--- config.mk ---
export PLATFORM = sky130hd
export DESIGN_NAME = resource_event_alarm_monitor
export DESIGN_NICKNAME = d
export VERILOG_FILES = /design/src/sv/ream_pkg.sv /design/src/sv/resource_event_alarm_monitor.sv /design/src/sv/ream_ctrl.sv /design/src/sv/ream_dpath.sv
export SDC_FILE = /design/constraint.sdc
export NUM_CORES = 2
export LEC_CHECK = 0
export BUFFER_PORTS_ARGS = -buffer_cell sky130_fd_sc_hd__buf_4
export CORE_MARGIN = 1
export CORE_UTILIZATION = 45
export DETAILED_ROUTE_END_ITERATION = 12
export SLEW_MARGIN = 20
export SYNTH_ARGS = -nofsm -noshare
export SYNTH_HDL_FRONTEND = slang
export SYNTH_SLANG_ARGS = --single-unit
--- constraint.sdc ---
create_clock -name clk_i -period 11.03 [get_ports clk_i]
set_input_delay 0.5515 -clock clk_i [delete_from_list [all_inputs] [get_ports clk_i]]
set_output_delay 0.5515 -clock clk_i [all_outputs]
set_load 0.01 [all_outputs]
--- src/sv/ream_pkg.sv ---
// ----------------------------------------------------------------------------
// ream_pkg
// Shared types, codes and constants of the resource event alarm monitor.
// ----------------------------------------------------------------------------
`default_nettype none

package ream_pkg;

  // Memory page size and counter width.
  localparam int unsigned PAGE_BITS = 12;
  localparam int unsigned KB_SHIFT  = PAGE_BITS - 10;
  localparam int unsigned CNT_W     = 32;
  localparam int unsigned SUM_W     = ((CNT_W > 32) ? CNT_W : 32) + 1;
  localparam logic [CNT_W-1:0] CNT_MAX = '1;

  // Field widths.
  localparam int unsigned TIME_W  = 64;
  localparam int unsigned PAGE_W  = 20;
  localparam int unsigned WORD_W  = 32;
  localparam int unsigned SHARE_W = 10;
  localparam int unsigned REQ_W   = 4;
  localparam int unsigned EVT_W   = 3;
  localparam int unsigned LVL_W   = 2;

  // Busy share divider: one doubling and one add step per result bit.
  localparam logic [SHARE_W-1:0] PERMILLE = 10'd1000;
  localparam int unsigned DIV_STEPS   = 2 * SHARE_W;
  localparam int unsigned STEP_W      = $clog2(DIV_STEPS);
  localparam int unsigned SHARE_IDX_W = $clog2(SHARE_W);

  // Configuration register indexes.
  localparam int unsigned CFG_IDX_W = 3;
  localparam logic [CFG_IDX_W-1:0] CFG_CPU_HIGH     = 3'd0;
  localparam logic [CFG_IDX_W-1:0] CFG_MEM_LOW      = 3'd1;
  localparam logic [CFG_IDX_W-1:0] CFG_UNDERRUN     = 3'd2;
  localparam logic [CFG_IDX_W-1:0] CFG_RECOV_FAIL   = 3'd3;
  localparam logic [CFG_IDX_W-1:0] CFG_UART_DROP    = 3'd4;
  localparam logic [CFG_IDX_W-1:0] CFG_WAIT_TIMEOUT = 3'd5;

  // Event counter slots.
  localparam int unsigned NUM_CNT   = 9;
  localparam int unsigned CNT_IDX_W = $clog2(NUM_CNT);
  localparam logic [CNT_IDX_W-1:0] CNT_SAMPLE = 4'd0;
  localparam logic [CNT_IDX_W-1:0] CNT_CPU    = 4'd7;
  localparam logic [CNT_IDX_W-1:0] CNT_MEM    = 4'd8;

  // Alarm levels.
  localparam logic [LVL_W-1:0] LVL_NONE = 2'd0;
  localparam logic [LVL_W-1:0] LVL_WARN = 2'd1;
  localparam logic [LVL_W-1:0] LVL_CRIT = 2'd2;

  typedef enum logic [REQ_W-1:0] {
    REQ_SAMPLE   = 4'd0,
    REQ_KEY_IRQ  = 4'd1,
    REQ_UART     = 4'd2,
    REQ_WAIT     = 4'd3,
    REQ_UNDERRUN = 4'd4,
    REQ_RECOV_OK = 4'd5,
    REQ_RECOV_FAIL = 4'd6,
    REQ_ACK      = 4'd7,
    REQ_CLEAR    = 4'd8
  } req_e;

  typedef enum logic [EVT_W-1:0] {
    EVT_NONE         = 3'd0,
    EVT_CPU_HIGH     = 3'd1,
    EVT_MEM_LOW      = 3'd2,
    EVT_UNDERRUN     = 3'd3,
    EVT_RECOV_FAIL   = 3'd4,
    EVT_UART_BACKLOG = 3'd5,
    EVT_WAIT_TIMEOUT = 3'd7
  } evt_e;

  // Commands from the controller to the datapath.
  typedef struct packed {
    logic load;
    logic delta;
    logic diff;
    logic div_dbl;
    logic div_add;
    logic commit;
  } ream_cmd_t;

  // Status from the datapath to the controller.
  typedef struct packed {
    logic in_sample;
    logic usable;
  } ream_stat_t;

  // Saturating counter increment.
  function automatic logic [CNT_W-1:0] sat_add(input logic [CNT_W-1:0] cnt,
                                               input logic [WORD_W-1:0] amt);
    logic [SUM_W-1:0] s;
    s = SUM_W'(cnt) + SUM_W'(amt);
    if (s > SUM_W'(CNT_MAX)) begin
      return CNT_MAX;
    end
    return CNT_W'(s);
  endfunction

endpackage

`default_nettype wire

--- src/sv/resource_event_alarm_monitor.sv ---
// ----------------------------------------------------------------------------
// resource_event_alarm_monitor
// Resource monitor that counts system events and raises alarms on thresholds.
// ----------------------------------------------------------------------------
// The block takes one event word at a time and returns exactly one result
// word for it. Non-sample events (key IRQ, UART drop, wait timeout, audio
// underrun, recovery ok/fail, ack, clear) go from acceptance straight to the
// commit state. For a sample event the delta and diff states form the total
// and idle time deltas; when a valid CPU time delta exists, a 64-bit
// restoring divider then works out the busy permille with one doubling or
// one add step per cycle, 20 steps in all, before the commit state commits
// the result. The input is ready whenever the sequencer is idle, even while
// the previous result word still waits at the output; the next result is
// committed only once that word has been taken. Configuration is written
// through a plain write port and should only change while the block is idle.
// ----------------------------------------------------------------------------
`default_nettype none

module resource_event_alarm_monitor import ream_pkg::*; (
  input  logic                  clk_i,
  input  logic                  rst_ni,
  // Configuration write port.
  input  logic                  cfg_we_i,
  input  logic [CFG_IDX_W-1:0]  cfg_idx_i,
  input  logic [WORD_W-1:0]     cfg_wdata_i,
  // Event word input.
  input  logic                  in_valid_i,
  output logic                  in_ready_o,
  input  logic [REQ_W-1:0]      req_type_i,
  input  logic [TIME_W-1:0]     total_time_i,
  input  logic [TIME_W-1:0]     idle_time_i,
  input  logic [PAGE_W-1:0]     free_pages_i,
  input  logic [PAGE_W-1:0]     buffer_pages_i,
  input  logic [WORD_W-1:0]     drop_bytes_i,
  input  logic [TIME_W-1:0]     now_ms_i,
  // Result word output.
  output logic                  out_valid_o,
  input  logic                  out_ready_i,
  output logic [SHARE_W-1:0]    cpu_usage_permille_o,
  output logic [WORD_W-1:0]     mem_free_kb_o,
  output logic [WORD_W-1:0]     mem_available_kb_o,
  output logic                  event_pending_o,
  output logic [LVL_W-1:0]      alarm_level_o,
  output logic [EVT_W-1:0]      last_event_type_o,
  output logic [TIME_W-1:0]     last_event_ts_ms_o,
  output logic [EVT_W-1:0]      raised_event_o,
  output logic [WORD_W-1:0]     touched_count_o,
  output logic [WORD_W-1:0]     cpu_high_count_o,
  output logic [WORD_W-1:0]     mem_low_count_o
);

  ream_cmd_t  cmd;
  ream_stat_t stat;

  // The sequencer owns the handshakes and the divider step count.
  ream_ctrl u_ctrl (
    .clk_i       (clk_i),
    .rst_ni      (rst_ni),
    .in_valid_i  (in_valid_i),
    .in_ready_o  (in_ready_o),
    .out_valid_o (out_valid_o),
    .out_ready_i (out_ready_i),
    .stat_i      (stat),
    .cmd_o       (cmd)
  );

  // The datapath holds all monitor state. Its state registers drive the
  // result fields directly; they change only on a commit, which happens
  // only when the output slot is free, so a waiting result stays stable.
  ream_dpath u_dpath (
    .clk_i                (clk_i),
    .rst_ni               (rst_ni),
    .cmd_i                (cmd),
    .stat_o               (stat),
    .cfg_we_i             (cfg_we_i),
    .cfg_idx_i            (cfg_idx_i),
    .cfg_wdata_i          (cfg_wdata_i),
    .req_type_i           (req_type_i),
    .total_time_i         (total_time_i),
    .idle_time_i          (idle_time_i),
    .free_pages_i         (free_pages_i),
    .buffer_pages_i       (buffer_pages_i),
    .drop_bytes_i         (drop_bytes_i),
    .now_ms_i             (now_ms_i),
    .cpu_usage_permille_o (cpu_usage_permille_o),
    .mem_free_kb_o        (mem_free_kb_o),
    .mem_available_kb_o   (mem_available_kb_o),
    .event_pending_o      (event_pending_o),
    .alarm_level_o        (alarm_level_o),
    .last_event_type_o    (last_event_type_o),
    .last_event_ts_ms_o   (last_event_ts_ms_o),
    .raised_event_o       (raised_event_o),
    .touched_count_o      (touched_count_o),
    .cpu_high_count_o     (cpu_high_count_o),
    .mem_low_count_o      (mem_low_count_o)
  );

endmodule

`default_nettype wire

--- src/sv/ream_ctrl.sv ---
// ----------------------------------------------------------------------------
// ream_ctrl
// Sequencer: accepts a word, steps the datapath and hands off the result.
// ----------------------------------------------------------------------------
`default_nettype none

module ream_ctrl import ream_pkg::*; (
  input  logic       clk_i,
  input  logic       rst_ni,
  input  logic       in_valid_i,
  output logic       in_ready_o,
  output logic       out_valid_o,
  input  logic       out_ready_i,
  input  ream_stat_t stat_i,
  output ream_cmd_t  cmd_o
);

  typedef enum logic [4:0] {
    ST_IDLE   = 5'b00001,
    ST_DELTA  = 5'b00010,
    ST_DIFF   = 5'b00100,
    ST_DIV    = 5'b01000,
    ST_COMMIT = 5'b10000
  } state_e;

  state_e                   state_q, state_d;
  logic [STEP_W-1:0]        step_q, step_d;
  logic                     out_valid_q, out_valid_d;
  logic [SHARE_IDX_W-1:0]   bit_idx;

  // Bit of the constant 1000 handled by the current step pair, MSB first.
  assign bit_idx = SHARE_IDX_W'(SHARE_W - 1) - step_q[STEP_W-1:1];

  always_comb begin
    state_d     = state_q;
    step_d      = step_q;
    out_valid_d = out_valid_q;
    cmd_o       = '0;
    in_ready_o  = 1'b0;
    if (out_valid_q && out_ready_i) begin
      out_valid_d = 1'b0;
    end
    case (state_q)
      ST_IDLE: begin
        in_ready_o = 1'b1;
        if (in_valid_i) begin
          cmd_o.load = 1'b1;
          state_d    = stat_i.in_sample ? ST_DELTA : ST_COMMIT;
        end
      end
      ST_DELTA: begin
        cmd_o.delta = 1'b1;
        state_d     = ST_DIFF;
      end
      ST_DIFF: begin
        cmd_o.diff = 1'b1;
        step_d     = '0;
        state_d    = ST_DIV;
      end
      ST_DIV: begin
        if (!stat_i.usable) begin
          state_d = ST_COMMIT;
        end else begin
          if (!step_q[0]) begin
            cmd_o.div_dbl = 1'b1;
          end else begin
            cmd_o.div_add = PERMILLE[bit_idx];
          end
          if (step_q == STEP_W'(DIV_STEPS - 1)) begin
            state_d = ST_COMMIT;
          end else begin
            step_d = step_q + 1'b1;
          end
        end
      end
      ST_COMMIT: begin
        if (!out_valid_q || out_ready_i) begin
          cmd_o.commit = 1'b1;
          out_valid_d  = 1'b1;
          state_d      = ST_IDLE;
        end
      end
      default: begin
        state_d = ST_IDLE;
      end
    endcase
  end

  always_ff @(posedge clk_i or negedge rst_ni) begin
    if (!rst_ni) begin
      state_q     <= ST_IDLE;
      step_q      <= '0;
      out_valid_q <= 1'b0;
    end else begin
      state_q     <= state_d;
      step_q      <= step_d;
      out_valid_q <= out_valid_d;
    end
  end

  assign out_valid_o = out_valid_q;

endmodule

`default_nettype wire

--- src/sv/ream_dpath.sv ---
// ----------------------------------------------------------------------------
// ream_dpath
// Datapath: CPU time deltas, permille divider, counters and alarm state.
// ----------------------------------------------------------------------------
`default_nettype none

module ream_dpath import ream_pkg::*; (
  input  logic                  clk_i,
  input  logic                  rst_ni,
  input  ream_cmd_t             cmd_i,
  output ream_stat_t            stat_o,
  input  logic                  cfg_we_i,
  input  logic [CFG_IDX_W-1:0]  cfg_idx_i,
  input  logic [WORD_W-1:0]     cfg_wdata_i,
  input  logic [REQ_W-1:0]      req_type_i,
  input  logic [TIME_W-1:0]     total_time_i,
  input  logic [TIME_W-1:0]     idle_time_i,
  input  logic [PAGE_W-1:0]     free_pages_i,
  input  logic [PAGE_W-1:0]     buffer_pages_i,
  input  logic [WORD_W-1:0]     drop_bytes_i,
  input  logic [TIME_W-1:0]     now_ms_i,
  output logic [SHARE_W-1:0]    cpu_usage_permille_o,
  output logic [WORD_W-1:0]     mem_free_kb_o,
  output logic [WORD_W-1:0]     mem_available_kb_o,
  output logic                  event_pending_o,
  output logic [LVL_W-1:0]      alarm_level_o,
  output logic [EVT_W-1:0]      last_event_type_o,
  output logic [TIME_W-1:0]     last_event_ts_ms_o,
  output logic [EVT_W-1:0]      raised_event_o,
  output logic [WORD_W-1:0]     touched_count_o,
  output logic [WORD_W-1:0]     cpu_high_count_o,
  output logic [WORD_W-1:0]     mem_low_count_o
);

  // Configuration.
  logic [SHARE_W-1:0] cfg_cpu_q;
  logic [WORD_W-1:0]  cfg_mem_q, cfg_under_q, cfg_rfail_q, cfg_uart_q, cfg_wait_q;

  // Captured input word.
  logic [REQ_W-1:0]  req_q;
  logic [TIME_W-1:0] tot_q, idl_q, now_q;
  logic [PAGE_W-1:0] fp_q, bp_q;
  logic [WORD_W-1:0] drop_q;

  // Delta and divider registers.
  logic [TIME_W-1:0]  prev_total_q, prev_idle_q;
  logic [TIME_W-1:0]  dt_q, di_q, a_q, rem_q;
  logic [SHARE_W-1:0] quo_q;
  logic               prev_ok_q, usable_q;

  // Architectural state.
  logic [CNT_W-1:0]   cnt_q [NUM_CNT];
  logic [SHARE_W-1:0] share_q;
  logic [WORD_W-1:0]  free_kb_q, avail_kb_q;
  logic               pending_q;
  logic [LVL_W-1:0]   level_q;
  evt_e               last_type_q;
  logic [TIME_W-1:0]  stamp_q;
  evt_e               raised_q;
  logic [WORD_W-1:0]  touched_q;

  // Combinational helpers.
  logic [TIME_W:0]       dt_full, dbl, add_sum, dbl_red, add_red;
  logic                  dbl_ge, add_ge;
  logic [SHARE_W-1:0]    share;
  logic [PAGE_W:0]       page_sum;
  logic [WORD_W-1:0]     free_kb, avail_kb;
  logic                  cpu_hit, mem_hit;
  logic [CNT_IDX_W-1:0]  bump_idx;
  logic [WORD_W-1:0]     amount, thr;
  logic [CNT_W-1:0]      bump_new, cpu_new, mem_new;
  logic                  count_en, thr_hit;
  evt_e                  raised;
  logic [LVL_W-1:0]      raised_lvl;

  assign stat_o.in_sample = (req_type_i == REQ_SAMPLE);
  assign stat_o.usable    = usable_q;

  // Total delta with borrow: a clear borrow and a nonzero delta mean the total grew.
  assign dt_full = {1'b0, tot_q} - {1'b0, prev_total_q};

  // Divider steps; the remainder always stays below the total delta.
  assign dbl     = {rem_q, 1'b0};
  assign dbl_ge  = (dbl >= {1'b0, dt_q});
  assign dbl_red = dbl - {1'b0, dt_q};
  assign add_sum = {1'b0, rem_q} + {1'b0, a_q};
  assign add_ge  = (add_sum >= {1'b0, dt_q});
  assign add_red = add_sum - {1'b0, dt_q};

  assign share    = usable_q ? quo_q : '0;
  assign page_sum = {1'b0, fp_q} + {1'b0, bp_q};
  assign free_kb  = WORD_W'(fp_q) << KB_SHIFT;
  assign avail_kb = WORD_W'(page_sum) << KB_SHIFT;
  assign cpu_hit  = (cfg_cpu_q != '0) && (share >= cfg_cpu_q);
  assign mem_hit  = (cfg_mem_q != '0) && (avail_kb <= cfg_mem_q);

  // Request codes up to recovery fail map one to one onto counter slots.
  assign bump_idx = {1'b0, req_q[2:0]};
  assign count_en = (req_q <= REQ_RECOV_FAIL);
  assign amount   = ((req_q == REQ_UART) && (drop_q != '0)) ? drop_q : WORD_W'(1);
  assign bump_new = sat_add(cnt_q[bump_idx], amount);
  assign cpu_new  = sat_add(cnt_q[CNT_CPU], WORD_W'(1));
  assign mem_new  = sat_add(cnt_q[CNT_MEM], WORD_W'(1));
  assign thr_hit  = (thr != '0) && (SUM_W'(bump_new) >= SUM_W'(thr));

  always_comb begin
    thr        = '0;
    raised     = EVT_NONE;
    raised_lvl = LVL_WARN;
    case (req_q)
      REQ_SAMPLE: begin
        if (mem_hit) begin
          raised = EVT_MEM_LOW;
        end else if (cpu_hit) begin
          raised = EVT_CPU_HIGH;
        end
      end
      REQ_UART: begin
        thr = cfg_uart_q;
        if (thr_hit) begin
          raised = EVT_UART_BACKLOG;
        end
      end
      REQ_WAIT: begin
        thr = cfg_wait_q;
        if (thr_hit) begin
          raised = EVT_WAIT_TIMEOUT;
        end
      end
      REQ_UNDERRUN: begin
        thr = cfg_under_q;
        if (thr_hit) begin
          raised = EVT_UNDERRUN;
        end
      end
      REQ_RECOV_FAIL: begin
        thr        = cfg_rfail_q;
        raised_lvl = LVL_CRIT;
        if (thr_hit) begin
          raised = EVT_RECOV_FAIL;
        end
      end
      default: begin
        raised = EVT_NONE;
      end
    endcase
  end

  // Configuration registers.
  always_ff @(posedge clk_i or negedge rst_ni) begin
    if (!rst_ni) begin
      cfg_cpu_q   <= 10'd850;
      cfg_mem_q   <= 32'd16384;
      cfg_under_q <= 32'd1;
      cfg_rfail_q <= 32'd1;
      cfg_uart_q  <= 32'd1;
      cfg_wait_q  <= 32'd1;
    end else if (cfg_we_i) begin
      case (cfg_idx_i)
        CFG_CPU_HIGH:     cfg_cpu_q   <= cfg_wdata_i[SHARE_W-1:0];
        CFG_MEM_LOW:      cfg_mem_q   <= cfg_wdata_i;
        CFG_UNDERRUN:     cfg_under_q <= cfg_wdata_i;
        CFG_RECOV_FAIL:   cfg_rfail_q <= cfg_wdata_i;
        CFG_UART_DROP:    cfg_uart_q  <= cfg_wdata_i;
        CFG_WAIT_TIMEOUT: cfg_wait_q  <= cfg_wdata_i;
        default: begin
        end
      endcase
    end
  end

  // Input capture, deltas and divider.
  always_ff @(posedge clk_i) begin
    if (cmd_i.load) begin
      req_q  <= req_type_i;
      tot_q  <= total_time_i;
      idl_q  <= idle_time_i;
      fp_q   <= free_pages_i;
      bp_q   <= buffer_pages_i;
      drop_q <= drop_bytes_i;
      now_q  <= now_ms_i;
    end
    if (cmd_i.delta) begin
      dt_q      <= dt_full[TIME_W-1:0];
      di_q      <= idl_q - prev_idle_q;
      prev_ok_q <= (prev_total_q != '0) && !dt_full[TIME_W]
                   && (dt_full[TIME_W-1:0] != '0);
    end
    if (cmd_i.diff) begin
      a_q   <= dt_q - di_q;
      rem_q <= '0;
      quo_q <= '0;
    end
    if (cmd_i.div_dbl) begin
      rem_q <= dbl_ge ? dbl_red[TIME_W-1:0] : dbl[TIME_W-1:0];
      quo_q <= {quo_q[SHARE_W-2:0], dbl_ge};
    end
    if (cmd_i.div_add) begin
      rem_q <= add_ge ? add_red[TIME_W-1:0] : add_sum[TIME_W-1:0];
      quo_q <= quo_q + SHARE_W'(add_ge);
    end
  end

  always_ff @(posedge clk_i or negedge rst_ni) begin
    if (!rst_ni) begin
      usable_q <= 1'b0;
    end else if (cmd_i.diff) begin
      usable_q <= prev_ok_q && (dt_q > di_q);
    end
  end

  // Previous times, counters and alarm state.
  always_ff @(posedge clk_i or negedge rst_ni) begin
    if (!rst_ni) begin
      prev_total_q <= '0;
      prev_idle_q  <= '0;
      for (int i = 0; i < NUM_CNT; i++) begin
        cnt_q[i] <= '0;
      end
      share_q     <= '0;
      free_kb_q   <= '0;
      avail_kb_q  <= '0;
      pending_q   <= 1'b0;
      level_q     <= LVL_NONE;
      last_type_q <= EVT_NONE;
      stamp_q     <= '0;
      raised_q    <= EVT_NONE;
      touched_q   <= '0;
    end else begin
      if (cmd_i.delta) begin
        prev_total_q <= tot_q;
        prev_idle_q  <= idl_q;
      end
      if (cmd_i.commit) begin
        case (req_q)
          REQ_SAMPLE: begin
            share_q           <= share;
            free_kb_q         <= free_kb;
            avail_kb_q        <= avail_kb;
            cnt_q[CNT_SAMPLE] <= bump_new;
            if (cpu_hit) begin
              cnt_q[CNT_CPU] <= cpu_new;
            end
            if (mem_hit) begin
              cnt_q[CNT_MEM] <= mem_new;
            end
          end
          REQ_KEY_IRQ, REQ_UART, REQ_WAIT, REQ_UNDERRUN, REQ_RECOV_OK,
          REQ_RECOV_FAIL: begin
            cnt_q[bump_idx] <= bump_new;
          end
          REQ_ACK: begin
            pending_q <= 1'b0;
            level_q   <= LVL_NONE;
          end
          REQ_CLEAR: begin
            for (int i = 0; i < NUM_CNT; i++) begin
              cnt_q[i] <= '0;
            end
            pending_q   <= 1'b0;
            level_q     <= LVL_NONE;
            last_type_q <= EVT_NONE;
            stamp_q     <= '0;
          end
          default: begin
          end
        endcase
        if (raised != EVT_NONE) begin
          pending_q   <= 1'b1;
          last_type_q <= raised;
          stamp_q     <= now_q;
          if (raised_lvl > level_q) begin
            level_q <= raised_lvl;
          end
        end
        raised_q  <= raised;
        touched_q <= count_en ? WORD_W'(bump_new) : '0;
      end
    end
  end

  assign cpu_usage_permille_o = share_q;
  assign mem_free_kb_o        = free_kb_q;
  assign mem_available_kb_o   = avail_kb_q;
  assign event_pending_o      = pending_q;
  assign alarm_level_o        = level_q;
  assign last_event_type_o    = last_type_q;
  assign last_event_ts_ms_o   = stamp_q;
  assign raised_event_o       = raised_q;
  assign touched_count_o      = touched_q;
  assign cpu_high_count_o     = WORD_W'(cnt_q[CNT_CPU]);
  assign mem_low_count_o      = WORD_W'(cnt_q[CNT_MEM]);

endmodule

`default_nettype wire

==> results_dict.tcl <==
set metrics [dict create \
    p_per_area_nw_per_um2 187 \
    synth.distinct_cells 120 \
    die_y_um 418 \
    finalCritPeriodShare_pct 90.8 \
    synth_top_area_cell "dfrtp_1" \
    track_usage_pct 28.4 \
    ys.flop_type "dfrtp_1" \
    synth_edf_count 535 \
    initial_utilization_pct 45.3 \
    crit_type "reg2reg" \
    drt_iter0_drc 5216 \
    area_growth_pct 18.0 \
    p_comb_share_pct 31.4 \
    drv_cap 0 \
    gp_congestion 0.964 \
    hp-class "in2reg" \
    start_kind "flip-flop" \
    synthArstFlopShare_pct 58.5 \
    syn_area_um2 77900 \
    cts.repair.resized 0 \
    fin_ws_ns 1.02 \
    routed_via_density 5.82 \
    finClkSkew_ns 0.0526 \
    finalPower_mw 17.1 \
    wl_um 254000 \
    dp_slack_ns 1.11 \
    clockRootBuffer "clkbuf_16" \
    hold_violations 0 \
    drive_gt1_share_pct 13.9 \
    vdd_drop_max_uv 140 \
    slew_headroom_pct 19.4 \
    crit_required_ns 11.73 \
    ios 553 \
    wl_per_cell_um 23.2 \
    clock_sinks 1289 \
    cts_buffers 149 \
    critical_path.max_fanout 32 \
    clkTransAtPathRegs_ns 0.06 \
    fmaxAchievable_mhz 99.9 \
    drtAntennaViolNets 0 \
    path_buf_inv 2 \
    grt_max_degree 194 \
    synth_area_leaders "dfrtp_1 (24%), edfxtp_1 (21%), ha_1 (8.1%), o21ai_0 (4.9%), nand2_1 (3.2%)" \
    tightestPinTransition_ns 1.21 \
    cts_setup_buffers 0 \
    postPlaceCellArea_um2 83700 \
    io_buffers 529 \
    seqPwrFrac_pct 38.5 \
    syn_avg_cell_area_um2 9.97 \
    synth_seq_area_share_pct 44.9 \
    instances_no_fill 10900 \
    cp_top_family "compound AO/OA/AOI/OAI gates" \
    power.switching_mw 5.94 \
    clock_latency_ns 0.82 \
    slew_violations 0 \
    netlist.area_leader.share_pct 23.9 \
    grt_pass1_wl_um 380000 \
    cp_data_arrival_time_ns 10.71 \
    cts_hold_buf 296 \
    swShare_pct 34.6 \
    final_nets 9303 \
    syn_inst 7807 \
    grt_pass1_vias 61900 \
    cts_tree "yes" \
    die-area_um2 175000 \
    leakage_nw 40.0 \
    pwr-share-clk_pct 30.1 \
    rsz0062_at_grt "no" \
    dieWidth_um 418 \
    hpwl_um 188000 \
    placed_cells 10300 \
    core_area_um2 172000 \
    antenna_found_initial 21 \
    setup-tns-final_ns 0 \
    dr.pass1.iters 6 \
    clockBufferDepth 3 \
    crit_slowest_cell "a31o_2" \
    crit_path_frequent_cell "a21o_1" \
    overflow 0 \
    synth_warnings 0 \
    drc_errors 0 \
    rows 152 \
    vias 63500 \
    setup_violations 0 \
    final_area_um2 91900 \
    layout_commonest_cell "o21ai_0" \
    endpoint_kind "flip-flop" \
    min_period_ns 10.01 \
    p_int_mw 11.2 \
    final_cell_mix "o21ai_0 (759), dfrtp_1 (743), nand2_1 (661)" \
    max_stage_delay_ns 0.78 \
    ys_ff_latch 1289 \
    outcome "completed" \
    h-tree-depth 4 \
]
-- registers in the layout, indices dropped and copies added (netlist names), 64 cells and up --
signal,flops
u_dpath.idl_q,64
u_dpath.prev_idle_q,64
u_dpath.now_q,64
u_dpath.prev_total_q,64
u_dpath.a_q,64
u_dpath.last_event_ts_ms_o,64
u_dpath.dt_q,64
u_dpath.cnt_q,224
u_dpath.rem_q,64
u_dpath.tot_q,64
u_dpath.di_q,64
-- path summary, 6_finish.rpt --
check	startpoint	to	slack, ns	cells past startpoint
setup / recovery	u_dpath.req_q[3]$_DFFE_PP_	u_dpath.last_event_ts_ms_o[31]$_DFFE_PN0P_	1.02	28
hold / removal	cfg_wdata_i[9]	u_dpath.cfg_cpu_q[9]$_DFFE_PN1P_	0.04	3
setup reg to reg	u_dpath.req_q[3]$_DFFE_PP_	u_dpath.last_event_ts_ms_o[31]$_DFFE_PN0P_	1.02	28
hold reg to reg	u_dpath.now_q[60]$_DFFE_PP_	u_dpath.last_event_ts_ms_o[60]$_DFFE_PN0P_	0.46	1
max in group asynchronous	rst_ni	u_dpath.cnt_q[272]$_DFFE_PN0P_	8.49	4
min in group asynchronous	rst_ni	u_dpath.mem_low_count_o[9]$_DFFE_PN0P_	0.34	2
-- layer usage --
metal  up-vias  routed length (um)  track usage, %
met4        18               10200            10.9
met3       452               14300            4.65
li1      29900                   -               -
met1     31200              107000            37.0
met5         -                 103               0
met2      1923              122000            47.4
-- worst reg2reg max path: cells and delay by family, from the launching register on --
| kind | cells | cell delay [ns] |
|---|---|---|
| AO/OA/AOI/OAI | 16 | 5.54 |
| adder cells (fa/ha/maj) | 2 | 0.73 |
| buffers and inverters | 2 | 0.54 |
| flip-flops | 1 | 0.62 |
| AND/OR/NAND/NOR | 8 | 2.48 |
-- area by class of cell --
class | count | area (um2)
Inverter | 466 | 1760
Fill cell | 15300 | 79900
Clock inverter | 61 | 917
Tap cell | 2310 | 2890
Timing Repair Buffer | 900 | 7610
Sequential cell | 1289 | 34900
Antenna cell | 6 | 15.0
Clock buffer | 215 | 4210
Multi-Input combinational cell | 5675 | 39500
-- power groups by stage --
stage | sequential (mW) | combinational (mW) | clock [mW]
floorplan | 6.58 | 3.42 | 0
global placement | 6.65 | 5.17 | 0
detailed placement | 6.67 | 5.24 | 0
CTS | 6.59 | 5.37 | 5.25
global route | 6.67 | 5.89 | 5.43
finish | 6.59 | 5.38 | 5.17
-- Yosys cell counts (all sizes together) (66+ instances only) --
master and n:
nand2b 73, mux2 183, o21a 87, a21o 256
ha 506, nand4 93, nor3 110, nand3 348
and2 75, o21ai 779, nor4 66, inv 465
xnor2 261, nor2 389, buf 139, mux2i 105
edfxtp 535, nand2 670, a21oi 466, a22o 94
nor2b 89, xor2 133, dfrtp 743, clkbuf 259
and3 83
-- cell families (layout without fill, tap and decap cells) --
family                   after synthesis  count (layout)  share of synthesized area, %
multiplexers                         352             352                          5.85
buffers and inverters                865            1642                          4.74
other                                  1              29                       0.00482
adder cells (fa/ha/maj)              514             514                          8.34
AO/OA/AOI/OAI                       2261            2261                          18.4
XOR/XNOR                             394             394                          4.43
flip-flops                          1289            1289                          44.9
AND/OR/NAND/NOR                     2131            2131                          13.3
-- per-stage QoR --
step	hold slack (ns)	utilization (%)
CTS	0.000792	53.4
floorplan	0.256	-
global route	0.0338	53.5
finish	0.0410	53.5
global placement	0.450	48.7
detailed placement	0.459	48.7
No activity file was read; power rests on OpenSTA's default activity.
